### src/hdl/waiir_pkg.sv
// ----------------------------------------------------------------------------
// waiir_pkg
// Shared types, constants and the microcode program of the Wood-Anderson
// recursive filter.
// ----------------------------------------------------------------------------
package waiir_pkg;

  localparam int SAMPLE_WIDTH_DEF = 32;
  localparam int ACCUM_WIDTH_DEF  = 48;

  localparam int COEF_W    = 32;
  localparam int LIMB_W    = 32;
  localparam int SHIFT_W   = 6;
  localparam int CFG_IDX_W = 3;
  localparam int POLE_W    = 31;
  localparam int PC_W      = 6;

  localparam logic [SHIFT_W-1:0] COEF_FRAC = 6'd30;
  localparam logic [COEF_W-1:0]  GAIN_FIX  = 32'd797636784;

  // Register reset values
  localparam logic [COEF_W-1:0]  RST_SCALE = 32'd2147483648;
  localparam logic [SHIFT_W-1:0] RST_SHIFT = 6'd31;
  localparam logic [COEF_W-1:0]  RST_WG    = 32'd318837000;
  localparam logic [COEF_W-1:0]  RST_FB    = 32'd2283560648;
  localparam logic [COEF_W-1:0]  RST_INVD  = 32'd947707000;
  localparam logic [POLE_W-1:0]  RST_POLE  = 31'd1071594340;

  typedef enum logic [CFG_IDX_W-1:0] {
    REG_INPUT_MODE   = 3'd0,
    REG_INPUT_SCALE  = 3'd1,
    REG_INPUT_SHIFT  = 3'd2,
    REG_WA_GAIN_DT2  = 3'd3,
    REG_FEEDBACK     = 3'd4,
    REG_INV_DENOM    = 3'd5,
    REG_HP_POLE      = 3'd6,
    REG_GAIN_CORR    = 3'd7
  } cfg_reg_t;

  typedef struct packed {
    logic                mode;
    logic [COEF_W-1:0]   scale;
    logic [SHIFT_W-1:0]  shift;
    logic [COEF_W-1:0]   wg;
    logic [COEF_W-1:0]   fb;
    logic [COEF_W-1:0]   invd;
    logic [POLE_W-1:0]   pole;
    logic                gain;
  } cfg_t;

  typedef enum logic [3:0] {
    OP_NOP   = 4'd0,
    OP_LOAD  = 4'd1,
    OP_MLO   = 4'd2,
    OP_MHI   = 4'd3,
    OP_MFIN  = 4'd4,
    OP_ADD   = 4'd5,
    OP_SAVEA = 4'd6,
    OP_HIST  = 4'd7,
    OP_HISTZ = 4'd8,
    OP_EMIT  = 4'd9
  } op_t;

  typedef enum logic [2:0] {
    SRC_DIFF = 3'd0,
    SRC_Y1   = 3'd1,
    SRC_ACC  = 3'd2,
    SRC_A1   = 3'd3,
    SRC_M    = 3'd4
  } src_t;

  typedef enum logic [2:0] {
    CF_SCALE = 3'd0,
    CF_FB    = 3'd1,
    CF_INVD  = 3'd2,
    CF_POLE  = 3'd3,
    CF_WG    = 3'd4,
    CF_GAIN  = 3'd5
  } coef_t;

  typedef enum logic {
    SH_REG  = 1'b0,
    SH_FRAC = 1'b1
  } sh_t;

  typedef enum logic {
    ADDA_ZERO = 1'b0,
    ADDA_ACC  = 1'b1
  } adda_t;

  typedef enum logic [1:0] {
    ADDB_ZERO  = 2'd0,
    ADDB_M     = 2'd1,
    ADDB_NEGY2 = 2'd2
  } addb_t;

  typedef enum logic [2:0] {
    JC_NEVER    = 3'd0,
    JC_ALWAYS   = 3'd1,
    JC_MODE     = 3'd2,
    JC_SEEN0    = 3'd3,
    JC_SEEN_GE2 = 3'd4,
    JC_NOGAIN   = 3'd5
  } jc_t;

  typedef struct packed {
    op_t              op;
    src_t             src;
    coef_t            coef;
    sh_t              sh;
    adda_t            add_a;
    addb_t            add_b;
    jc_t              jcond;
    logic [PC_W-1:0]  target;
  } uc_word_t;

  typedef struct packed {
    logic      accept;
    logic      exec;
    uc_word_t  uc;
  } dp_ctl_t;

  typedef struct packed {
    logic seen_zero;
    logic seen_two;
  } dp_stat_t;

  // Program labels
  localparam logic [PC_W-1:0] PC_VREC   = 6'd5;
  localparam logic [PC_W-1:0] PC_OUT    = 6'd16;
  localparam logic [PC_W-1:0] PC_EMIT   = 6'd21;
  localparam logic [PC_W-1:0] PC_ACCEL  = 6'd22;
  localparam logic [PC_W-1:0] PC_ZERO_A = 6'd28;
  localparam logic [PC_W-1:0] PC_SAVE_A = 6'd29;
  localparam logic [PC_W-1:0] PC_START  = 6'd0;
  localparam logic [PC_W-1:0] PROG_LEN  = 6'd36;

  function automatic uc_word_t uc_w(op_t op, src_t src, coef_t cf, sh_t sh,
                                    adda_t a, addb_t b, jc_t jc,
                                    logic [PC_W-1:0] tgt);
    uc_word_t w;
    w.op     = op;
    w.src    = src;
    w.coef   = cf;
    w.sh     = sh;
    w.add_a  = a;
    w.add_b  = b;
    w.jcond  = jc;
    w.target = tgt;
    return w;
  endfunction

  // Filter program: a multiply takes LOAD, MLO, MHI, MFIN.
  function automatic uc_word_t uc_rom(logic [PC_W-1:0] pc);
    uc_word_t w;
    w = uc_w(OP_NOP, SRC_DIFF, CF_SCALE, SH_FRAC, ADDA_ZERO, ADDB_ZERO, JC_NEVER, PC_START);
    unique case (pc)
      // scaled first difference u
      6'd0:  w = uc_w(OP_LOAD, SRC_DIFF, CF_SCALE, SH_REG, ADDA_ZERO, ADDB_ZERO,
                      JC_NEVER, PC_START);
      6'd1:  w = uc_w(OP_MLO, SRC_DIFF, CF_SCALE, SH_REG, ADDA_ZERO, ADDB_ZERO,
                      JC_NEVER, PC_START);
      6'd2:  w = uc_w(OP_MHI, SRC_DIFF, CF_SCALE, SH_REG, ADDA_ZERO, ADDB_ZERO,
                      JC_NEVER, PC_START);
      6'd3:  w = uc_w(OP_MFIN, SRC_DIFF, CF_SCALE, SH_REG, ADDA_ZERO, ADDB_ZERO,
                      JC_NEVER, PC_START);
      6'd4:  w = uc_w(OP_ADD, SRC_DIFF, CF_SCALE, SH_REG, ADDA_ZERO, ADDB_M,
                      JC_MODE, PC_ACCEL);
      // recursion: acc = drive + fb*y1 - y2, y = invd*acc
      6'd5:  w = uc_w(OP_LOAD, SRC_Y1, CF_FB, SH_FRAC, ADDA_ZERO, ADDB_ZERO,
                      JC_NEVER, PC_START);
      6'd6:  w = uc_w(OP_MLO, SRC_Y1, CF_FB, SH_FRAC, ADDA_ZERO, ADDB_ZERO,
                      JC_NEVER, PC_START);
      6'd7:  w = uc_w(OP_MHI, SRC_Y1, CF_FB, SH_FRAC, ADDA_ZERO, ADDB_ZERO,
                      JC_NEVER, PC_START);
      6'd8:  w = uc_w(OP_MFIN, SRC_Y1, CF_FB, SH_FRAC, ADDA_ZERO, ADDB_ZERO,
                      JC_NEVER, PC_START);
      6'd9:  w = uc_w(OP_ADD, SRC_Y1, CF_FB, SH_FRAC, ADDA_ACC, ADDB_M,
                      JC_NEVER, PC_START);
      6'd10: w = uc_w(OP_ADD, SRC_Y1, CF_FB, SH_FRAC, ADDA_ACC, ADDB_NEGY2,
                      JC_NEVER, PC_START);
      6'd11: w = uc_w(OP_LOAD, SRC_ACC, CF_INVD, SH_FRAC, ADDA_ZERO, ADDB_ZERO,
                      JC_NEVER, PC_START);
      6'd12: w = uc_w(OP_MLO, SRC_ACC, CF_INVD, SH_FRAC, ADDA_ZERO, ADDB_ZERO,
                      JC_NEVER, PC_START);
      6'd13: w = uc_w(OP_MHI, SRC_ACC, CF_INVD, SH_FRAC, ADDA_ZERO, ADDB_ZERO,
                      JC_NEVER, PC_START);
      6'd14: w = uc_w(OP_MFIN, SRC_ACC, CF_INVD, SH_FRAC, ADDA_ZERO, ADDB_ZERO,
                      JC_NEVER, PC_START);
      6'd15: w = uc_w(OP_HIST, SRC_ACC, CF_INVD, SH_FRAC, ADDA_ZERO, ADDB_ZERO,
                      JC_NEVER, PC_START);
      // optional gain correction
      6'd16: w = uc_w(OP_NOP, SRC_M, CF_GAIN, SH_FRAC, ADDA_ZERO, ADDB_ZERO,
                      JC_NOGAIN, PC_EMIT);
      6'd17: w = uc_w(OP_LOAD, SRC_M, CF_GAIN, SH_FRAC, ADDA_ZERO, ADDB_ZERO,
                      JC_NEVER, PC_START);
      6'd18: w = uc_w(OP_MLO, SRC_M, CF_GAIN, SH_FRAC, ADDA_ZERO, ADDB_ZERO,
                      JC_NEVER, PC_START);
      6'd19: w = uc_w(OP_MHI, SRC_M, CF_GAIN, SH_FRAC, ADDA_ZERO, ADDB_ZERO,
                      JC_NEVER, PC_START);
      6'd20: w = uc_w(OP_MFIN, SRC_M, CF_GAIN, SH_FRAC, ADDA_ZERO, ADDB_ZERO,
                      JC_NEVER, PC_START);
      6'd21: w = uc_w(OP_EMIT, SRC_M, CF_GAIN, SH_FRAC, ADDA_ZERO, ADDB_ZERO,
                      JC_NEVER, PC_START);
      // acceleration: a = u + pole*a1, forced to zero on the first sample
      6'd22: w = uc_w(OP_NOP, SRC_A1, CF_POLE, SH_FRAC, ADDA_ZERO, ADDB_ZERO,
                      JC_SEEN0, PC_ZERO_A);
      6'd23: w = uc_w(OP_LOAD, SRC_A1, CF_POLE, SH_FRAC, ADDA_ZERO, ADDB_ZERO,
                      JC_NEVER, PC_START);
      6'd24: w = uc_w(OP_MLO, SRC_A1, CF_POLE, SH_FRAC, ADDA_ZERO, ADDB_ZERO,
                      JC_NEVER, PC_START);
      6'd25: w = uc_w(OP_MHI, SRC_A1, CF_POLE, SH_FRAC, ADDA_ZERO, ADDB_ZERO,
                      JC_NEVER, PC_START);
      6'd26: w = uc_w(OP_MFIN, SRC_A1, CF_POLE, SH_FRAC, ADDA_ZERO, ADDB_ZERO,
                      JC_NEVER, PC_START);
      6'd27: w = uc_w(OP_ADD, SRC_A1, CF_POLE, SH_FRAC, ADDA_ACC, ADDB_M,
                      JC_ALWAYS, PC_SAVE_A);
      6'd28: w = uc_w(OP_ADD, SRC_A1, CF_POLE, SH_FRAC, ADDA_ZERO, ADDB_ZERO,
                      JC_NEVER, PC_START);
      6'd29: w = uc_w(OP_SAVEA, SRC_ACC, CF_WG, SH_FRAC, ADDA_ZERO, ADDB_ZERO,
                      JC_NEVER, PC_START);
      6'd30: w = uc_w(OP_LOAD, SRC_ACC, CF_WG, SH_FRAC, ADDA_ZERO, ADDB_ZERO,
                      JC_NEVER, PC_START);
      6'd31: w = uc_w(OP_MLO, SRC_ACC, CF_WG, SH_FRAC, ADDA_ZERO, ADDB_ZERO,
                      JC_NEVER, PC_START);
      6'd32: w = uc_w(OP_MHI, SRC_ACC, CF_WG, SH_FRAC, ADDA_ZERO, ADDB_ZERO,
                      JC_NEVER, PC_START);
      6'd33: w = uc_w(OP_MFIN, SRC_ACC, CF_WG, SH_FRAC, ADDA_ZERO, ADDB_ZERO,
                      JC_NEVER, PC_START);
      6'd34: w = uc_w(OP_ADD, SRC_ACC, CF_WG, SH_FRAC, ADDA_ZERO, ADDB_M,
                      JC_SEEN_GE2, PC_VREC);
      6'd35: w = uc_w(OP_HISTZ, SRC_M, CF_GAIN, SH_FRAC, ADDA_ZERO, ADDB_ZERO,
                      JC_ALWAYS, PC_OUT);
      default: w = uc_w(OP_NOP, SRC_DIFF, CF_SCALE, SH_FRAC, ADDA_ZERO, ADDB_ZERO,
                        JC_NEVER, PC_START);
    endcase
    return w;
  endfunction

endpackage

### src/hdl/waiir_seq.sv
// ----------------------------------------------------------------------------
// waiir_seq
// Microcode sequencer: step counter, program ROM, conditional jumps and the
// input/output handshakes.
// ----------------------------------------------------------------------------
module waiir_seq
  import waiir_pkg::*;
(
  input  logic     clk,
  input  logic     rst_n,
  input  logic     in_valid,
  output logic     in_ready,
  output logic     out_valid,
  input  logic     out_ready,
  input  cfg_t     cfg,
  input  dp_stat_t stat,
  output dp_ctl_t  ctl
);

  logic            busy_r, busy_nxt;
  logic [PC_W-1:0] pc_r, pc_nxt;
  logic            out_valid_r, out_valid_nxt;
  uc_word_t        uc;
  logic            jump;
  logic            stall;
  logic            exec;
  logic            in_fire;
  logic            emit;

  assign uc       = uc_rom(pc_r);
  assign in_ready = rst_n && !busy_r;
  assign in_fire  = in_valid && in_ready;
  // hold the emit step while the previous result is still unclaimed
  assign stall    = (uc.op == OP_EMIT) && out_valid_r && !out_ready;
  assign exec     = busy_r && !stall;
  assign emit     = exec && (uc.op == OP_EMIT);
  assign out_valid = out_valid_r;

  assign ctl.accept = in_fire;
  assign ctl.exec   = exec;
  assign ctl.uc     = uc;

  always_comb begin
    unique case (uc.jcond)
      JC_NEVER:    jump = 1'b0;
      JC_ALWAYS:   jump = 1'b1;
      JC_MODE:     jump = cfg.mode;
      JC_SEEN0:    jump = stat.seen_zero;
      JC_SEEN_GE2: jump = stat.seen_two;
      JC_NOGAIN:   jump = !cfg.gain;
      default:     jump = 1'b0;
    endcase
  end

  always_comb begin
    busy_nxt = busy_r;
    pc_nxt   = pc_r;
    if (in_fire) begin
      busy_nxt = 1'b1;
      pc_nxt   = PC_START;
    end else if (emit) begin
      busy_nxt = 1'b0;
      pc_nxt   = PC_START;
    end else if (exec) begin
      pc_nxt = jump ? uc.target : pc_r + 1'b1;
    end
    if (emit) begin
      out_valid_nxt = 1'b1;
    end else if (out_ready) begin
      out_valid_nxt = 1'b0;
    end else begin
      out_valid_nxt = out_valid_r;
    end
  end

  always_ff @(posedge clk) begin
    if (!rst_n) begin
      busy_r      <= 1'b0;
      pc_r        <= PC_START;
      out_valid_r <= 1'b0;
    end else begin
      busy_r      <= busy_nxt;
      pc_r        <= pc_nxt;
      out_valid_r <= out_valid_nxt;
    end
  end

  a_accept_starts: assert property (@(posedge clk) disable iff (!rst_n)
    in_fire |=> (busy_r && pc_r == PC_START))
    else $error("accepted sample did not start the program");

  a_pc_in_program: assert property (@(posedge clk) disable iff (!rst_n)
    busy_r |-> (pc_r < PROG_LEN))
    else $error("step counter left the program");

  a_emit_result: assert property (@(posedge clk) disable iff (!rst_n)
    emit |=> (out_valid_r && !busy_r))
    else $error("emit step did not present a result");

endmodule

### config.mk
export PLATFORM = sky130hd
export DESIGN_NAME = waiir_seq
export DESIGN_NICKNAME = d
export VERILOG_FILES = /design/src/hdl/waiir_pkg.sv /design/src/hdl/waiir_seq.sv
export SDC_FILE = /design/constraint.sdc
export NUM_CORES = 1
export LEC_CHECK = 0
export BUFFER_PORTS_ARGS = -buffer_cell sky130_fd_sc_hd__buf_4
export CORE_MARGIN = 3
export CORE_UTILIZATION = 35
export CTS_BUF_LIST = sky130_fd_sc_hd__clkbuf_4 sky130_fd_sc_hd__clkbuf_8
export CTS_CLUSTER_DIAMETER = 30
export CTS_CLUSTER_SIZE = 12
export DETAILED_ROUTE_END_ITERATION = 8
export PLACE_DENSITY = 0.82
export REMOVE_ABC_BUFFERS = 1
export SYNTH_ARGS = -nofsm -noshare
export SYNTH_HDL_FRONTEND = slang
export SYNTH_SLANG_ARGS = --single-unit
### constraint.sdc
create_clock -name clk -period 4.3 [get_ports clk]
set_clock_uncertainty 0.2 [all_clocks]
set_input_delay 0.43 -clock clk [delete_from_list [all_inputs] [get_ports clk]]
set_output_delay 0.43 -clock clk [all_outputs]
set_load 0.02 [all_outputs]
* Yosys cells after proc, flatten, opt, wreduce, memory -nomap -nowiden
Memory sizes are Yosys's and may differ from the RTL's. A register that Yosys moved wholly into a read port is not among the register bits.
Index checks and enable logic that the tools add are counted.
Widths: inputs -> output; s select.
** Operators by class
- $add $sub $neg :: 1
- Equality and inequality tests :: 6
- Multiplexer cells :: 8
- Bitwise gates (word level) :: 1
- Reductions and logical operators :: 13
** Operator list (count)
- $mux 6 :: 3
- $add 6x1->6 const B :: 1
- $eq 3x2->1 const B :: 2
- $eq 3x3->1 const B :: 2
- $logic_and 1x1->1 :: 6
- $pmux 1 s5 :: 1
- $eq 4x4->1 const B :: 1
- $logic_not 1->1 :: 4
- $mux 1 :: 4
- $reduce_bool 2->1 :: 2
- $eq 3x1->1 const B :: 1
- $reduce_or 3->1 :: 1
- $not 1->1 :: 1
** Word-level totals
- Register bits :: 8
- Memory bits (read-only) :: 1408
- Word-level logic and storage cells :: 33
- Memories :: 1
** Memories
- (no name shown) :: words 64, width 22, read ports 1, clocked after Yosys merged registers in 1, write ports 0, line waiir_pkg.sv:157 : unique case (pc)

* Longest topological paths before layout
- Depth in word-level cells :: 8
- Mapped depth :: 14
- Depth with buffers taken out :: 11

* Worst setup path before layout
OpenSTA, ideal clock, no wires.
- Path kind :: reg2reg
- Start :: register uc[6] (netlist name)
- End :: register uc[14] (netlist name)
- Setup time :: 134 ps
- Data arrival time :: 2904 ps
- Required time :: 3966 ps
- Path slack :: 1062 ps
- Cell stages (with the launch flop) :: 12
- Cells stage by stage :: dfxtp_1 -> nor4bb_1 -> a31oi_1 -> nand2_1 -> mux2i_1 -> a211oi_1 -> inv_1 -> ha_1 -> clkbuf_1 -> nor2_1 -> a311o_1 -> a21oi_1
** On the way
- Longest elaborated chain between the ends :: 5
- Elaborated cells on any way between the ends :: 9
- Classes of those cells :: eq/ne: 5; mux: 4
** RTL lines
- $eq 3x3->1 (tied with other cells) :: line waiir_seq.sv:44 : unique case (uc.jcond)
- $pmux 1 s5 (*) :: line waiir_seq.sv:44
- $mux 6 (*) :: line waiir_seq.sv:65 : pc_nxt = jump ? uc.target : pc_r + 1'b1;
- $mux 6 (no source line) (*) (2 in series)
Mark *: on every way between the ends. The rest lies on a longest branch, timed or not.
A chain may end at the register's enable or synchronous reset.

* Worst setup path after layout
- Start :: register uc[6] (netlist name)
- End :: register uc[16] (netlist name)
** On the way
- Longest elaborated chain between the ends :: 5
- Elaborated cells on any way between the ends :: 9
- Classes of those cells :: eq/ne: 5; mux: 4
** RTL lines (line)
- $eq 3x3->1 (tied with other cells) :: waiir_seq.sv:44
- $pmux 1 s5 (*) :: waiir_seq.sv:44
- $mux 6 (*) :: waiir_seq.sv:65
- $mux 6 (no source line) (*) (2 in series)
Marked as above.

==> qor.yml <==
yosys:
  yosysUniqueCellTypes: 59
  seq_area_frac_synth_pct: 33.0
  synth_flop_cell: "dfxtp_1"
  synth_area_sq_mm: 0.00182
  synth-edff-count: 0
  synthArstFlopShare_pct: 0
  yosys_warnings: 0
  synth_area_per_cell_sq_um: 8.59
  synth-seq-cells: 30
  synth_cells: 212
sta:
  worst_pin_slew_ns: 0.709
  slew_viol_final: 0
  setup_violations: 0
  holdWs_ns: 0.174
  slew-limit-headroom_pct: 52.6
  setup_tns_ns: 0
  hold_viol: 0
  max_freq_ghz: 0.291
  rsz0062_at_grt: "false"
  fin_crit_sh_pct: 80.0
  finalCriticalPeriod_ns: 3.44
worst_setup_path:
  crit_slowest_cell: "a211oi_2"
  cp.arrival_ns: 3.40
  critPathLaunchType: "flop"
  cp.required_ns: 4.26
  worst-r2r-cell-count: 10
  path_cells: "nor4bb_1 -> a31oi_1 -> nand2_1 -> a211oi_1 -> a211oi_2 -> inv_1 -> ha_1 -> nor2_1 -> a22o_1 -> a211oi_2"
  timing_worst_setup_path_type: "reg2reg"
  cp_max_fo: 10
  crit_path_max_incr_delay_ns: 0.63
  endpoint_kind: "flop"
  cp_common_cell: "a211oi_2"
finish:
  regArea_sq_um: 601
  nFillCells: 472
  multi_input_area_sq_mm: 0.00108
  diodes: 0
  drive_above_1_share_pct: 25.1
  area_delta_synth_final_pct: 20.9
  most-common-layout-cells: "buf_4 (35), dfxtp_1 (30), nand2_1 (19), nor2_1 (14), inv_1 (13)"
  final_common_cell: "buf_4"
  nets: 426
clock_tree:
  cts-root-buf: "clkbuf_8"
  numCtsBuffers: 5
  post_cts_resized: 0
  ctsHoldBuffers: 0
  postCtsSetupBuffers: 0
  path_clk_slew_ns: 0.07
  clock-sinks: 30
  cts_tree: "done"
  cts_buffer_depth: 2
  clk_latency_ns: 0.28
  cts_max_level: 2
detailed_routing:
  first_pass_iters: 4
  drc: 0
  drt_iter0_drc: 174
  viasPerCell: 5.74
  drtAntennaViolNets: 0
  wl_per_cell_um: 15.8
  wl_mm: 4.91
  num_vias: 1778
global_routing:
  gr-total-overflow: 0
  antenna_found_initial: 0
  grt_pass1_wl_mm: 8.09
  grt_use_met2_pct: 27.9
  first_global_vias: 1641
  met1_usage_pct: 21.2
  grt_max_degree: 25
  track_usage_pct: 16.6
  grt-busiest-layer: "met2"
  gr-usage-met3_pct: 3.56
floorplan:
  design.core.area_sq_mm: 0.00488
  die_w_um: 78.1
  die_h_um: 78.1
  start_util_pct: 37.3
  num_rows: 25
  io_pins: 200
  die_area_sq_mm: 0.00611
power_and_ir_drop:
  irDropWorstVdd_uv: 210
  power_uw: 644
  p_per_area_mw_per_mm2: 292
  leakage_nw: 0.949
hold_path:
  hold_path_depth: 2
  worst_hold_path_type: "in2reg"
placed_design:
  place_hpwl_mm: 3.55
  gp_congestion: 0.894
  portBuffers: 33
outcome:
  run_status: "finished clean"
run:
  maxCapViolCount: 0
==> metrics by stage <==
stage | std cells | instance area [sq um] | setup slack (ns) | utilization (%)
2_1_floorplan | 200 | 1740 | 1.08 | -
3_3_place_gp | 302 | 2090 | 0.937 | 42.8
3_5_place_dp | 302 | 2090 | 0.847 | 42.8
4_1_cts | 310 | 2200 | 0.917 | 45.2
5_1_grt | 310 | 2200 | 0.609 | 45.2
6_report | 310 | 2200 | 0.860 | 45.2
==> sequential cells by signal, indices dropped and copies added (netlist names) <==
signal / cells
pc_r: 6
out_valid: 1
uc: 22
busy_r: 1
==> Yosys cell counts (all sizes together) (2+ instances only) <==
library cell,number,area (sq um)
a211oi,6,55.1
a21boi,2,15.0
a21o,2,15.0
a21oi,11,70.1
a22o,2,17.5
a22oi,4,30.0
a31oi,3,18.8
and2,3,18.8
and3,2,12.5
buf,10,71.3
clkbuf,2,7.51
clkinv,2,12.5
dfxtp,30,601
ha,11,138
inv,14,52.6
mux2,2,22.5
mux2i,3,30.0
nand2,19,71.3
nand2b,2,20.0
nand3,10,50.1
nand4,2,12.5
nor2,16,70.1
nor2b,2,12.5
nor3,2,10.0
nor4,2,12.5
o2111ai,2,17.5
o211ai,3,22.5
o21a,2,15.0
o21ai,11,70.1
o22ai,7,43.8
o31ai,6,55.1
or3,3,18.8
==> kinds of logic (layout without fill, tap and decap cells) <==
logic type                 count (synthesis)  after routing  synth area share (%)
other                                      1              1                 0.206
AOI/OAI and AO/OA                         69             69                  28.8
muxes                                      5              5                  2.88
DFF                                       30             30                  33.0
buffers and inverters                     28             59                  7.90
and+or+nand+nor                           68             68                  19.6
adders and majority gates                 11             11                  7.55
==> where the power goes <==
part	internal [mW]	switching, mW
combinational	0.0265	0.0396
clock	0.186	0.107
sequential	0.282	0.00296
==> path summary, 6_finish.rpt <==
kind | from | to | slack, ns
min reg2reg | busy_r$_SDFFE_PN0P_ | busy_r$_SDFFE_PN0P_ | 0.33
min | rst_n | out_valid$_SDFFE_PN0P_ | 0.17
max | uc[6]$_DFF_P_ | uc[16]$_SDFF_PP0_ | 0.86
max reg2reg | uc[6]$_DFF_P_ | uc[16]$_SDFF_PP0_ | 0.86
==> layout make-up <==
cell class,instances,area share (%)
timing repair buffer,35,11.9
multi-input combinational,154,48.9
tap,67,3.80
clock inverter,1,1.36
sequential,30,27.3
clock buffer,7,3.80
inverter,16,2.95
==> worst max-delay path, delay by kind of cell (launching register included) <==
family / cells / cell delay (ns)
DFF: 1 / 0.40
adders and majority gates: 1 / 0.40
and+or+nand+nor: 3 / 0.87
buffers and inverters: 1 / 0.26
AOI/OAI and AO/OA: 5 / 1.17
==> layer usage <==
layer / vias to the layer above / wire [um]
met3: 16 / 250
met1: 843 / 2130
met2: 81 / 2410
li1: 838 / -
met4: 0 / 117
met5: - / 0
Note: power is estimated with default switching activity, not from simulation.
