<file path="src/hdl/waiir_pkg.sv">
// ----------------------------------------------------------------------------
// waiir_pkg
// Shared types, constants and the microcode program of the Wood-Anderson
// recursive filter.
// ----------------------------------------------------------------------------
package waiir_pkg;

  localparam int SAMPLE_WIDTH_DEF = 32;
  localparam int ACCUM_WIDTH_DEF  = 48;

  localparam int COEF_W    = 32;
  localparam int LIMB_W    = 32;
  localparam int SHIFT_W   = 6;
  localparam int CFG_IDX_W = 3;
  localparam int POLE_W    = 31;
  localparam int PC_W      = 6;

  localparam logic [SHIFT_W-1:0] COEF_FRAC = 6'd30;
  localparam logic [COEF_W-1:0]  GAIN_FIX  = 32'd797636784;

  // Register reset values
  localparam logic [COEF_W-1:0]  RST_SCALE = 32'd2147483648;
  localparam logic [SHIFT_W-1:0] RST_SHIFT = 6'd31;
  localparam logic [COEF_W-1:0]  RST_WG    = 32'd318837000;
  localparam logic [COEF_W-1:0]  RST_FB    = 32'd2283560648;
  localparam logic [COEF_W-1:0]  RST_INVD  = 32'd947707000;
  localparam logic [POLE_W-1:0]  RST_POLE  = 31'd1071594340;

  typedef enum logic [CFG_IDX_W-1:0] {
    REG_INPUT_MODE   = 3'd0,
    REG_INPUT_SCALE  = 3'd1,
    REG_INPUT_SHIFT  = 3'd2,
    REG_WA_GAIN_DT2  = 3'd3,
    REG_FEEDBACK     = 3'd4,
    REG_INV_DENOM    = 3'd5,
    REG_HP_POLE      = 3'd6,
    REG_GAIN_CORR    = 3'd7
  } cfg_reg_t;

  typedef struct packed {
    logic                mode;
    logic [COEF_W-1:0]   scale;
    logic [SHIFT_W-1:0]  shift;
    logic [COEF_W-1:0]   wg;
    logic [COEF_W-1:0]   fb;
    logic [COEF_W-1:0]   invd;
    logic [POLE_W-1:0]   pole;
    logic                gain;
  } cfg_t;

  typedef enum logic [3:0] {
    OP_NOP   = 4'd0,
    OP_LOAD  = 4'd1,
    OP_MLO   = 4'd2,
    OP_MHI   = 4'd3,
    OP_MFIN  = 4'd4,
    OP_ADD   = 4'd5,
    OP_SAVEA = 4'd6,
    OP_HIST  = 4'd7,
    OP_HISTZ = 4'd8,
    OP_EMIT  = 4'd9
  } op_t;

  typedef enum logic [2:0] {
    SRC_DIFF = 3'd0,
    SRC_Y1   = 3'd1,
    SRC_ACC  = 3'd2,
    SRC_A1   = 3'd3,
    SRC_M    = 3'd4
  } src_t;

  typedef enum logic [2:0] {
    CF_SCALE = 3'd0,
    CF_FB    = 3'd1,
    CF_INVD  = 3'd2,
    CF_POLE  = 3'd3,
    CF_WG    = 3'd4,
    CF_GAIN  = 3'd5
  } coef_t;

  typedef enum logic {
    SH_REG  = 1'b0,
    SH_FRAC = 1'b1
  } sh_t;

  typedef enum logic {
    ADDA_ZERO = 1'b0,
    ADDA_ACC  = 1'b1
  } adda_t;

  typedef enum logic [1:0] {
    ADDB_ZERO  = 2'd0,
    ADDB_M     = 2'd1,
    ADDB_NEGY2 = 2'd2
  } addb_t;

  typedef enum logic [2:0] {
    JC_NEVER    = 3'd0,
    JC_ALWAYS   = 3'd1,
    JC_MODE     = 3'd2,
    JC_SEEN0    = 3'd3,
    JC_SEEN_GE2 = 3'd4,
    JC_NOGAIN   = 3'd5
  } jc_t;

  typedef struct packed {
    op_t              op;
    src_t             src;
    coef_t            coef;
    sh_t              sh;
    adda_t            add_a;
    addb_t            add_b;
    jc_t              jcond;
    logic [PC_W-1:0]  target;
  } uc_word_t;

  typedef struct packed {
    logic      accept;
    logic      exec;
    uc_word_t  uc;
  } dp_ctl_t;

  typedef struct packed {
    logic seen_zero;
    logic seen_two;
  } dp_stat_t;

  // Program labels
  localparam logic [PC_W-1:0] PC_VREC   = 6'd5;
  localparam logic [PC_W-1:0] PC_OUT    = 6'd16;
  localparam logic [PC_W-1:0] PC_EMIT   = 6'd21;
  localparam logic [PC_W-1:0] PC_ACCEL  = 6'd22;
  localparam logic [PC_W-1:0] PC_ZERO_A = 6'd28;
  localparam logic [PC_W-1:0] PC_SAVE_A = 6'd29;
  localparam logic [PC_W-1:0] PC_START  = 6'd0;
  localparam logic [PC_W-1:0] PROG_LEN  = 6'd36;

  function automatic uc_word_t uc_w(op_t op, src_t src, coef_t cf, sh_t sh,
                                    adda_t a, addb_t b, jc_t jc,
                                    logic [PC_W-1:0] tgt);
    uc_word_t w;
    w.op     = op;
    w.src    = src;
    w.coef   = cf;
    w.sh     = sh;
    w.add_a  = a;
    w.add_b  = b;
    w.jcond  = jc;
    w.target = tgt;
    return w;
  endfunction

  // Filter program: a multiply takes LOAD, MLO, MHI, MFIN.
  function automatic uc_word_t uc_rom(logic [PC_W-1:0] pc);
    uc_word_t w;
    w = uc_w(OP_NOP, SRC_DIFF, CF_SCALE, SH_FRAC, ADDA_ZERO, ADDB_ZERO, JC_NEVER, PC_START);
    unique case (pc)
      // scaled first difference u
      6'd0:  w = uc_w(OP_LOAD, SRC_DIFF, CF_SCALE, SH_REG, ADDA_ZERO, ADDB_ZERO,
                      JC_NEVER, PC_START);
      6'd1:  w = uc_w(OP_MLO, SRC_DIFF, CF_SCALE, SH_REG, ADDA_ZERO, ADDB_ZERO,
                      JC_NEVER, PC_START);
      6'd2:  w = uc_w(OP_MHI, SRC_DIFF, CF_SCALE, SH_REG, ADDA_ZERO, ADDB_ZERO,
                      JC_NEVER, PC_START);
      6'd3:  w = uc_w(OP_MFIN, SRC_DIFF, CF_SCALE, SH_REG, ADDA_ZERO, ADDB_ZERO,
                      JC_NEVER, PC_START);
      6'd4:  w = uc_w(OP_ADD, SRC_DIFF, CF_SCALE, SH_REG, ADDA_ZERO, ADDB_M,
                      JC_MODE, PC_ACCEL);
      // recursion: acc = drive + fb*y1 - y2, y = invd*acc
      6'd5:  w = uc_w(OP_LOAD, SRC_Y1, CF_FB, SH_FRAC, ADDA_ZERO, ADDB_ZERO,
                      JC_NEVER, PC_START);
      6'd6:  w = uc_w(OP_MLO, SRC_Y1, CF_FB, SH_FRAC, ADDA_ZERO, ADDB_ZERO,
                      JC_NEVER, PC_START);
      6'd7:  w = uc_w(OP_MHI, SRC_Y1, CF_FB, SH_FRAC, ADDA_ZERO, ADDB_ZERO,
                      JC_NEVER, PC_START);
      6'd8:  w = uc_w(OP_MFIN, SRC_Y1, CF_FB, SH_FRAC, ADDA_ZERO, ADDB_ZERO,
                      JC_NEVER, PC_START);
      6'd9:  w = uc_w(OP_ADD, SRC_Y1, CF_FB, SH_FRAC, ADDA_ACC, ADDB_M,
                      JC_NEVER, PC_START);
      6'd10: w = uc_w(OP_ADD, SRC_Y1, CF_FB, SH_FRAC, ADDA_ACC, ADDB_NEGY2,
                      JC_NEVER, PC_START);
      6'd11: w = uc_w(OP_LOAD, SRC_ACC, CF_INVD, SH_FRAC, ADDA_ZERO, ADDB_ZERO,
                      JC_NEVER, PC_START);
      6'd12: w = uc_w(OP_MLO, SRC_ACC, CF_INVD, SH_FRAC, ADDA_ZERO, ADDB_ZERO,
                      JC_NEVER, PC_START);
      6'd13: w = uc_w(OP_MHI, SRC_ACC, CF_INVD, SH_FRAC, ADDA_ZERO, ADDB_ZERO,
                      JC_NEVER, PC_START);
      6'd14: w = uc_w(OP_MFIN, SRC_ACC, CF_INVD, SH_FRAC, ADDA_ZERO, ADDB_ZERO,
                      JC_NEVER, PC_START);
      6'd15: w = uc_w(OP_HIST, SRC_ACC, CF_INVD, SH_FRAC, ADDA_ZERO, ADDB_ZERO,
                      JC_NEVER, PC_START);
      // optional gain correction
      6'd16: w = uc_w(OP_NOP, SRC_M, CF_GAIN, SH_FRAC, ADDA_ZERO, ADDB_ZERO,
                      JC_NOGAIN, PC_EMIT);
      6'd17: w = uc_w(OP_LOAD, SRC_M, CF_GAIN, SH_FRAC, ADDA_ZERO, ADDB_ZERO,
                      JC_NEVER, PC_START);
      6'd18: w = uc_w(OP_MLO, SRC_M, CF_GAIN, SH_FRAC, ADDA_ZERO, ADDB_ZERO,
                      JC_NEVER, PC_START);
      6'd19: w = uc_w(OP_MHI, SRC_M, CF_GAIN, SH_FRAC, ADDA_ZERO, ADDB_ZERO,
                      JC_NEVER, PC_START);
      6'd20: w = uc_w(OP_MFIN, SRC_M, CF_GAIN, SH_FRAC, ADDA_ZERO, ADDB_ZERO,
                      JC_NEVER, PC_START);
      6'd21: w = uc_w(OP_EMIT, SRC_M, CF_GAIN, SH_FRAC, ADDA_ZERO, ADDB_ZERO,
                      JC_NEVER, PC_START);
      // acceleration: a = u + pole*a1, forced to zero on the first sample
      6'd22: w = uc_w(OP_NOP, SRC_A1, CF_POLE, SH_FRAC, ADDA_ZERO, ADDB_ZERO,
                      JC_SEEN0, PC_ZERO_A);
      6'd23: w = uc_w(OP_LOAD, SRC_A1, CF_POLE, SH_FRAC, ADDA_ZERO, ADDB_ZERO,
                      JC_NEVER, PC_START);
      6'd24: w = uc_w(OP_MLO, SRC_A1, CF_POLE, SH_FRAC, ADDA_ZERO, ADDB_ZERO,
                      JC_NEVER, PC_START);
      6'd25: w = uc_w(OP_MHI, SRC_A1, CF_POLE, SH_FRAC, ADDA_ZERO, ADDB_ZERO,
                      JC_NEVER, PC_START);
      6'd26: w = uc_w(OP_MFIN, SRC_A1, CF_POLE, SH_FRAC, ADDA_ZERO, ADDB_ZERO,
                      JC_NEVER, PC_START);
      6'd27: w = uc_w(OP_ADD, SRC_A1, CF_POLE, SH_FRAC, ADDA_ACC, ADDB_M,
                      JC_ALWAYS, PC_SAVE_A);
      6'd28: w = uc_w(OP_ADD, SRC_A1, CF_POLE, SH_FRAC, ADDA_ZERO, ADDB_ZERO,
                      JC_NEVER, PC_START);
      6'd29: w = uc_w(OP_SAVEA, SRC_ACC, CF_WG, SH_FRAC, ADDA_ZERO, ADDB_ZERO,
                      JC_NEVER, PC_START);
      6'd30: w = uc_w(OP_LOAD, SRC_ACC, CF_WG, SH_FRAC, ADDA_ZERO, ADDB_ZERO,
                      JC_NEVER, PC_START);
      6'd31: w = uc_w(OP_MLO, SRC_ACC, CF_WG, SH_FRAC, ADDA_ZERO, ADDB_ZERO,
                      JC_NEVER, PC_START);
      6'd32: w = uc_w(OP_MHI, SRC_ACC, CF_WG, SH_FRAC, ADDA_ZERO, ADDB_ZERO,
                      JC_NEVER, PC_START);
      6'd33: w = uc_w(OP_MFIN, SRC_ACC, CF_WG, SH_FRAC, ADDA_ZERO, ADDB_ZERO,
                      JC_NEVER, PC_START);
      6'd34: w = uc_w(OP_ADD, SRC_ACC, CF_WG, SH_FRAC, ADDA_ZERO, ADDB_M,
                      JC_SEEN_GE2, PC_VREC);
      6'd35: w = uc_w(OP_HISTZ, SRC_M, CF_GAIN, SH_FRAC, ADDA_ZERO, ADDB_ZERO,
                      JC_ALWAYS, PC_OUT);
      default: w = uc_w(OP_NOP, SRC_DIFF, CF_SCALE, SH_FRAC, ADDA_ZERO, ADDB_ZERO,
                        JC_NEVER, PC_START);
    endcase
    return w;
  endfunction

endpackage

</file>
<file path="src/hdl/waiir_cfg_regs.sv">
// ----------------------------------------------------------------------------
// waiir_cfg_regs
// Coefficient and mode registers, written through the configuration channel.
// ----------------------------------------------------------------------------
module waiir_cfg_regs
  import waiir_pkg::*;
(
  input  logic                 clk,
  input  logic                 rst_n,
  input  logic                 wr_valid,
  output logic                 wr_ready,
  input  logic [CFG_IDX_W-1:0] wr_index,
  input  logic [COEF_W-1:0]    wr_data,
  output cfg_t                 cfg
);

  cfg_t cfg_r;
  cfg_t cfg_nxt;

  assign wr_ready = rst_n;
  assign cfg      = cfg_r;

  always_comb begin
    cfg_nxt = cfg_r;
    if (wr_valid) begin
      unique case (cfg_reg_t'(wr_index))
        REG_INPUT_MODE:  cfg_nxt.mode  = wr_data[0];
        REG_INPUT_SCALE: cfg_nxt.scale = wr_data;
        REG_INPUT_SHIFT: cfg_nxt.shift = wr_data[SHIFT_W-1:0];
        REG_WA_GAIN_DT2: cfg_nxt.wg    = wr_data;
        REG_FEEDBACK:    cfg_nxt.fb    = wr_data;
        REG_INV_DENOM:   cfg_nxt.invd  = wr_data;
        REG_HP_POLE:     cfg_nxt.pole  = wr_data[POLE_W-1:0];
        REG_GAIN_CORR:   cfg_nxt.gain  = wr_data[0];
        default:         cfg_nxt       = cfg_r;
      endcase
    end
  end

  always_ff @(posedge clk) begin
    if (!rst_n) begin
      cfg_r.mode  <= 1'b0;
      cfg_r.scale <= RST_SCALE;
      cfg_r.shift <= RST_SHIFT;
      cfg_r.wg    <= RST_WG;
      cfg_r.fb    <= RST_FB;
      cfg_r.invd  <= RST_INVD;
      cfg_r.pole  <= RST_POLE;
      cfg_r.gain  <= 1'b0;
    end else begin
      cfg_r <= cfg_nxt;
    end
  end

endmodule

</file>
<file path="config.mk">
export PLATFORM = sky130hd
export DESIGN_NAME = waiir_cfg_regs
export DESIGN_NICKNAME = d
export VERILOG_FILES = /design/src/hdl/waiir_pkg.sv /design/src/hdl/waiir_cfg_regs.sv
export SDC_FILE = /design/constraint.sdc
export NUM_CORES = 1
export LEC_CHECK = 0
export BUFFER_PORTS_ARGS = -buffer_cell sky130_fd_sc_hd__buf_2
export CORE_ASPECT_RATIO = 0.5
export CORE_UTILIZATION = 45
export DETAILED_ROUTE_END_ITERATION = 8
export HOLD_SLACK_MARGIN = 0.05
export PLACE_DENSITY = 0.83
export SKIP_LAST_GASP = 1
export SYNTH_ARGS = -nofsm -noshare
export SYNTH_HDL_FRONTEND = slang
export SYNTH_SLANG_ARGS = --single-unit
</file>
<file path="constraint.sdc">
create_clock -name clk -period 3.4 [get_ports clk]
set_input_delay 0.51 -clock clk [delete_from_list [all_inputs] [get_ports clk]]
set_output_delay 0.51 -clock clk [all_outputs]
set_load 0.02 [all_outputs]
</file>
After elaboration in Yosys (flattened, before gate mapping)
Index checks and enable logic that the tools add are counted.

Flip-flop bits (word level): 167. Memories kept: 0. Memory bits (writable): 0. Memory bits (read-only): 0. Output and inout bits: 168. Latch bits: 0.

Reduce and logical (&&, ||, !) cells: 9. Shift-type cells: 0. Equal/unequal tests: 7. Divide/modulo/power cells: 0. Bitwise operators: 0. Muxes and demuxes: 0. $lt $le $gt $ge: 0. Multiply operators: 0. Add/subtract/negate cells: 0.

Operator list (count): $reduce_and 2->1 (8); $eq 3x3->1 const B (4); $eq 3x2->1 const B (2); $eq 3x1->1 const B (1); $logic_not 3->1 (1).

Logic depth before layout (Yosys ltp)
Gate-level depths: netlist (run 1).

Word-level depth: 2. Gate-level depth with buffers: 5. Gate-level depth less buffers: 2.

Least setup slack after synthesis (run 1)
Ideal clock, no wire load.

Kind: input-to-reg. From: input port wr_index[2]. To: register cfg_r (netlist bit cfg[118]). Arrival time: 1.367 ns. Stages: 5. Buffers on the path: 3. Library setup time: 0.072 ns. Required time: 3.328 ns. Slack: 1.962 ns. Cells stage by stage: buf_4 -> and4b_1 -> buf_6 -> buf_8 -> mux2i_1.

Longest elaborated chain between the ends: 2.

Ends and longest elaborated chain: start, declared (RTL line waiir_cfg_regs.sv:12) `input logic [CFG_IDX_W-1:0] wr_index,`; $eq 3x2->1 (RTL line waiir_cfg_regs.sv:26) `unique case (cfg_reg_t'(wr_index))`; $reduce_and 2->1 (no source line); end signal, assigned (RTL line waiir_cfg_regs.sv:51) `cfg_r <= cfg_nxt;`; end, declared (RTL line waiir_cfg_regs.sv:17) `cfg_t cfg_r;`.

No other way between the ends. A chain may end at the register's enable or synchronous reset.

Worst setup path after layout (run 1)
From: input port rst_n. To: output port wr_ready.

RTL lines: start, declared (RTL line waiir_cfg_regs.sv:9) `input logic rst_n,`; end, declared (RTL line waiir_cfg_regs.sv:11) `output logic wr_ready,`.

No word-level cell between the ends.

==> results.py, run 1 <==
metrics = {
    "pwr": {
        "power.share.clock": 0.468,
        "p_sw_mw": 1.04,
        "vdd.ir_drop.worst_v": 0.000283,
        "internal_pwr_total_mw": 3.38,
        "powerDensity_mw_per_mm2": 535,
        "total_power_mw": 4.43,
        "power_frac_comb": 0.075,
        "power.share.sequential": 0.457,
        "total_leakage_power_nw": 3.91,
        "p_sw_frac": 0.236,
    },
    "yosys": {
        "yosys_warnings": 0,
        "total_of_flip_flops_plus_latches_after_synthesis": 167,
        "synth_seq_area_share": 0.509,
        "syn_area_mm2": 0.00657,
        "post_synth_inst_count": 626,
        "post_synth_num_cell_types": 18,
        "postSynthNetCount": 664,
        "syn_avg_cell_area_um2": 10.5,
    },
    "setup_path": {
        "cell_count_along_the_critical_path": 2,
        "critPathLaunchType": "input pin",
        "required_ns": 2.89,
        "timing.critical_path.buf_inv": 2,
        "critical_path.reg2reg.endpoint": "cfg[20]",
        "worst-path-max-fanout": 103,
        "critPathTopFamily": "buffers and inverters",
        "ff2ff_path_depth": 2,
        "timing_worst_setup_path_type": "in2out",
        "crit_path_max_incr_delay_ns": 0.49,
        "path_cells": "buf_6 -> buf_2",
        "crit_end": "wr_ready",
        "worst_ep_arrival_time_ns": 1.29,
        "critPathSlowestCell": "sky130_fd_sc_hd__buf_6",
        "worstReg2RegStart": "cfg[20]",
        "worst_setup_path_end_kind": "output port",
        "beginning_of_the_critical_path": "rst_n",
        "reg2reg_slack_ns": 2.71,
    },
    "sta": {
        "worst-slew-pin-transition_ns": 1.13,
        "hold_violations": 0,
        "fin_skew_ns": 0,
        "final_max_slew_viol_count": 0,
        "timing.final.setup_violations": 0,
        "final.setup.tns_ns": 0,
        "period_needed_ns": 1.80,
        "minimum_setup_slack_in_the_final_design_ns": 1.60,
        "relSlewSlack": 0.235,
        "unrepaired_setup_endpoints_after_global_routing": "false",
        "maxClockFrequency_mhz": 555,
        "post-route-period-util": 0.529,
    },
    "clocking": {
        "clock_path_buffers": 2,
        "cts_hold_buffers": 0,
        "cts.sink_count": 167,
        "cts_resized": 0,
        "clock_tree.root_cell": "sky130_fd_sc_hd__clkbuf_16",
        "worstSkewPairLatency_ns": 0.41,
        "clkSlewWorstSetupHoldPaths_ns": 0.07,
        "postCtsSetupRepairBufs": 0,
        "numCtsBuffers": 17,
        "cts_htree_levels": 4,
        "cts_tree": "built",
    },
    "floorplanning": {
        "start_util": 0.473,
        "std_cell_rows": 30,
        "floorplan.die_area_mm2": 0.0151,
        "vertical_extent_of_the_die_um": 87.5,
        "ios": 206,
        "die-width_um": 173,
        "placeableCoreArea_mm2": 0.0139,
    },
    "placement": {
        "cell_area_after_placement_mm2": 0.00764,
        "replace_congestion": 0.818,
        "pre_cts_ws_ns": 1.32,
        "port-buffer-count": 205,
        "place_hpwl_um": 11400,
    },
    "cells_and_area": {
        "fillers": 1186,
        "largest_reg_flops": 167,
        "area.growth.synth_to_final_pct": 26.0,
        "final_cell_area_mm2": 0.00828,
        "antenna_cells_inserted": 0,
        "share_of_final_layout_standard_cells_stronger_than_drive_strength_1": 0.304,
        "number_of_nets_at_the_end_of_the_flow": 848,
        "final_util": 0.596,
    },
    "detailed_routing": {
        "via_count": 4946,
        "via_per_instance_ratio": 4.87,
        "antenna_nets_post_route": 0,
        "wirelength_um": 16500,
        "detail_route.drc_violations": 0,
        "detailedRoute.firstIterationViolations": 226,
        "detailedRoute.firstPassIterationCount": 4,
        "wl_per_cell_um": 16.2,
    },
    "grt": {
        "grt_first_pass_wirelength_um": 25100,
        "grt_overflow": 0,
        "grt_start_max_net_pins": 104,
        "number_of_global_route_vias_before_repair": 4621,
        "grt_antenna_before_repair": 0,
        "global_route.usage.total": 0.214,
    },
    "run": {
        "max_cap_violations": 0,
    },
    "outcome": {
        "status": "completed",
    },
    "hold_path": {
        "min-delay-start": "wr_data[0]",
        "min-delay-path-class": "in2reg",
    },
}
## per-layer routing
layer / global-route usage / routed length [um]
met1: 0.266 / 7460
met2: 0.371 / 8100
met3: 0.0454 / 645
met4: 0.0821 / 247
met5: 0 / 0
## stage by stage
| stage | hold slack (ns) | std cells |
|---|---|---|
| 2_1_floorplan | 0.533 | 626 |
| 3_3_place_gp | 0.440 | 983 |
| 3_5_place_dp | 0.443 | 983 |
| 4_1_cts | 0.359 | 1015 |
| 5_1_grt | 0.364 | 1015 |
| 6_report | 0.376 | 1015 |
## final cells by class
class / count / area (um^2) / area share
Clock inverter: 13 / 193 / 0.0233
Clock buffer: 19 / 443 / 0.0535
Multi-Input combinational cell: 409 / 2920 / 0.352
Timing Repair Buffer: 215 / 1140 / 0.138
Sequential cell: 167 / 3340 / 0.404
Tap cell: 192 / 240 / 0.0290
## power groups by stage
stage / clock network [mW] / registers (mW) / logic [mW]
final: 2.07 / 2.02 / 0.332
after global placement: 0 / 2.06 / 0.324
after global routing: 2.20 / 2.03 / 0.354
after CTS: 2.10 / 2.02 / 0.332
after floorplan: 0 / 2.12 / 0.168
after detailed placement: 0 / 2.07 / 0.331
## layout by cell type (no fill, tap or decap)
cell / n
sky130_fd_sc_hd__nand4bb_2: 1
sky130_fd_sc_hd__inv_6: 3
sky130_fd_sc_hd__clkbuf_16: 17
sky130_fd_sc_hd__nor4b_1: 1
sky130_fd_sc_hd__bufinv_16: 4
sky130_fd_sc_hd__clkinv_4: 1
sky130_fd_sc_hd__and4bb_2: 1
sky130_fd_sc_hd__and4b_1: 3
sky130_fd_sc_hd__buf_6: 1
sky130_fd_sc_hd__nor2b_1: 95
sky130_fd_sc_hd__buf_4: 7
sky130_fd_sc_hd__and4bb_1: 1
sky130_fd_sc_hd__nand2_1: 135
sky130_fd_sc_hd__clkinvlp_4: 5
sky130_fd_sc_hd__mux2i_1: 167
sky130_fd_sc_hd__nor4bb_2: 1
sky130_fd_sc_hd__clkbuf_1: 1
sky130_fd_sc_hd__buf_2: 204
sky130_fd_sc_hd__dfxtp_1: 167
sky130_fd_sc_hd__clkbuf_8: 1
sky130_fd_sc_hd__nand4_1: 1
sky130_fd_sc_hd__buf_12: 3
sky130_fd_sc_hd__nand4b_4: 1
sky130_fd_sc_hd__nand4b_1: 2
## logic make-up (layout without fill, tap and decap cells)
logic type	after synthesis	in the layout	synth area share
buffers and inverters	50	247	0.0491
multiplexers	167	167	0.254
flip-flops	167	167	0.509
AND/OR/NAND/NOR	242	242	0.188
## synth_stat cells
cell type	count	area share
sky130_fd_sc_hd__dfxtp_1	167	0.51
sky130_fd_sc_hd__mux2i_1	167	0.25
sky130_fd_sc_hd__nand2_1	135	0.077
sky130_fd_sc_hd__nor2b_1	95	0.090
sky130_fd_sc_hd__clkbuf_1	18	0.010
sky130_fd_sc_hd__buf_6	11	0.019
sky130_fd_sc_hd__buf_2	9	0.0069
sky130_fd_sc_hd__buf_4	8	0.0091
sky130_fd_sc_hd__and4b_1	3	0.0046
sky130_fd_sc_hd__buf_1	3	0.0017
sky130_fd_sc_hd__and4bb_1	2	0.0038
sky130_fd_sc_hd__nand4b_1	2	0.0027
sky130_fd_sc_hd__buf_8	1	0.0023
sky130_fd_sc_hd__nand4_1	1	0.00095
sky130_fd_sc_hd__nand4b_4	1	0.0036
sky130_fd_sc_hd__nand4bb_1	1	0.0017
sky130_fd_sc_hd__nor4b_1	1	0.0013
sky130_fd_sc_hd__nor4bb_1	1	0.0015
## how the worst min path moves through the flow
stage | endpoint | slack [ns] | cells past startpoint
2_1_floorplan | cfg[111] | 0.53 | 2
3_3_place_gp | cfg[159] | 0.44 | 2
3_5_place_dp | cfg[115] | 0.44 | 2
4_1_cts | cfg[146] | 0.36 | 3
5_1_grt | cfg[128] | 0.36 | 3
6_report | cfg[128] | 0.38 | 3
No activity file was read; power rests on OpenSTA's default activity.
==> inputs of run 2 (changes only) <==
--- a/config.mk
+++ b/config.mk
@@ -10,7 +10,7 @@
 export CORE_UTILIZATION = 45
 export DETAILED_ROUTE_END_ITERATION = 8
 export HOLD_SLACK_MARGIN = 0.05
-export PLACE_DENSITY = 0.83
+export PLACE_DENSITY = 0.86
 export SKIP_LAST_GASP = 1
 export SYNTH_ARGS = -nofsm -noshare
 export SYNTH_HDL_FRONTEND = slang
==> constraint.sdc (replaced) <==
create_clock -name clk -period 1.5 [get_ports clk]
set_input_delay 0.225 -clock clk [delete_from_list [all_inputs] [get_ports clk]]
set_output_delay 0.225 -clock clk [all_outputs]
set_load 0.02 [all_outputs]
==> run 2 against run 1 <==
  * Die area stayed put
  * First-iteration DRC count grew 15%
  * Register-to-register slack lost 1.9 ns
  * Clock skew is the same
  * Sequential cell count is the same
  * Critical path type is now reg2out
  * Critical endpoint is now cfg[97]
  * Largest cell class unchanged
  * Highest routed layer unchanged
==> results.py, run 2 (synthesis results as in run 1) <==
metrics = {
    "setup_path": {
        "worst_ep_arrival_time_ns": 0.95,
        "crit_path_max_incr_delay_ns": 0.37,
        "worst-path-max-fanout": 2,
        "reg2reg_slack_ns": 0.82,
        "timing.critical_path.buf_inv": 1,
        "path_cells": "buf_2",
        "timing_worst_setup_path_type": "reg2out",
        "required_ns": 1.27,
        "critPathSlowestCell": "sky130_fd_sc_hd__dfxtp_1",
        "cell_count_along_the_critical_path": 1,
        "ff2ff_path_depth": 2,
        "critPathLaunchType": "flop",
        "worst_setup_path_end_kind": "output port",
        "critPathTopFamily": "flip-flops",
    },
    "clocking": {
        "clkSlewWorstSetupHoldPaths_ns": 0.06,
        "cts_resized": 0,
        "clock_path_buffers": 2,
        "cts.sink_count": 167,
        "worstSkewPairLatency_ns": 0.40,
        "cts_hold_buffers": 0,
        "cts_htree_levels": 4,
        "numCtsBuffers": 17,
        "cts_tree": "built",
        "clock_tree.root_cell": "sky130_fd_sc_hd__clkbuf_16",
        "postCtsSetupRepairBufs": 0,
    },
    "floorplanning": {
        "vertical_extent_of_the_die_um": 87.5,
        "floorplan.die_area_mm2": 0.0151,
        "placeableCoreArea_mm2": 0.0139,
        "die-width_um": 173,
        "std_cell_rows": 30,
        "start_util": 0.473,
        "ios": 206,
    },
    "grt": {
        "grt_antenna_before_repair": 0,
        "grt_first_pass_wirelength_um": 25600,
        "global_route.usage.total": 0.218,
        "grt_start_max_net_pins": 53,
        "number_of_global_route_vias_before_repair": 4902,
        "grt_overflow": 0,
    },
    "sta": {
        "timing.final.setup_violations": 0,
        "final.setup.tns_ns": 0,
        "relSlewSlack": 0.732,
        "post-route-period-util": 0.784,
        "worst-slew-pin-transition_ns": 0.402,
        "fin_skew_ns": 0,
        "period_needed_ns": 1.18,
        "unrepaired_setup_endpoints_after_global_routing": "false",
        "maxClockFrequency_mhz": 850,
        "hold_violations": 0,
        "final_max_slew_viol_count": 0,
    },
    "detailed_routing": {
        "detailedRoute.firstPassIterationCount": 4,
        "via_per_instance_ratio": 4.87,
        "antenna_nets_post_route": 0,
        "via_count": 4982,
        "detailedRoute.firstIterationViolations": 259,
        "wl_per_cell_um": 16.2,
        "wirelength_um": 16600,
        "detail_route.drc_violations": 0,
    },
    "cells_and_area": {
        "antenna_cells_inserted": 0,
        "number_of_nets_at_the_end_of_the_flow": 856,
        "layout_common_cells": "sky130_fd_sc_hd__buf_2, sky130_fd_sc_hd__mux2i_1, sky130_fd_sc_hd__dfxtp_1",
        "area.growth.synth_to_final_pct": 27.3,
        "layout.cells.most_common": "sky130_fd_sc_hd__buf_2",
        "largest_reg_flops": 167,
        "fillers": 1149,
        "share_of_final_layout_standard_cells_stronger_than_drive_strength_1": 0.309,
    },
    "hold_path": {
        "hold-path-cell-count": 3,
        "min-delay-path-class": "in2reg",
    },
    "pwr": {
        "total_leakage_power_nw": 3.96,
        "vdd.ir_drop.worst_v": 0.000847,
        "powerDensity_mw_per_mm2": 1160,
        "total_power_mw": 9.67,
    },
    "run": {
        "max_cap_violations": 0,
    },
    "placement": {
        "place_hpwl_um": 12100,
        "replace_congestion": 0.797,
        "port-buffer-count": 205,
    },
    "outcome": {
        "status": "completed",
    },
}
-- run 2: per-layer routing --
metal	routed length, um	track usage
met1	7580	0.264
met2	8230	0.386
met3	462	0.0428
met4	306	0.0901
met5	0	0
-- run 2: cell type report --
type,count,area (um^2),share of cell area
clock inverters,14,149,0.0178
repair buffers,223,1290,0.155
flip-flops and latches,167,3340,0.400
clock buffers,18,429,0.0513
multi-input cells,409,2910,0.348
well taps,192,240,0.0287
-- run 2: worst paths after layout --
path | start | endpoint
setup / recovery | cfg[97] | cfg[97]
setup reg to reg | cfg[29] | cfg[29]
hold / removal | wr_data[26] | cfg[27]
hold reg to reg | cfg[115] | cfg[115]
-- run 2: stage by stage --
stage / hold WS (ns) / std cells / instance area, um^2 / setup slack (ns) / util
after floorplan: 0.367 / 626 / 6570 / 0.347 / -
after global placement: 0.439 / 991 / 7790 / 0.221 / 0.561
after detailed placement: 0.448 / 991 / 7790 / 0.233 / 0.561
after CTS: 0.0888 / 1023 / 8360 / 0.320 / 0.602
after global routing: 0.0990 / 1023 / 8360 / 0.283 / 0.602
final: 0.100 / 1023 / 8360 / 0.324 / 0.602
-- run 2: where the power goes --
part	switching (mW)	internal (mW)	total [mW]
Sequential	0.0500	4.53	4.58
Clock	1.84	2.47	4.30
Combinational	0.480	0.304	0.784
Total	2.37	7.31	9.67
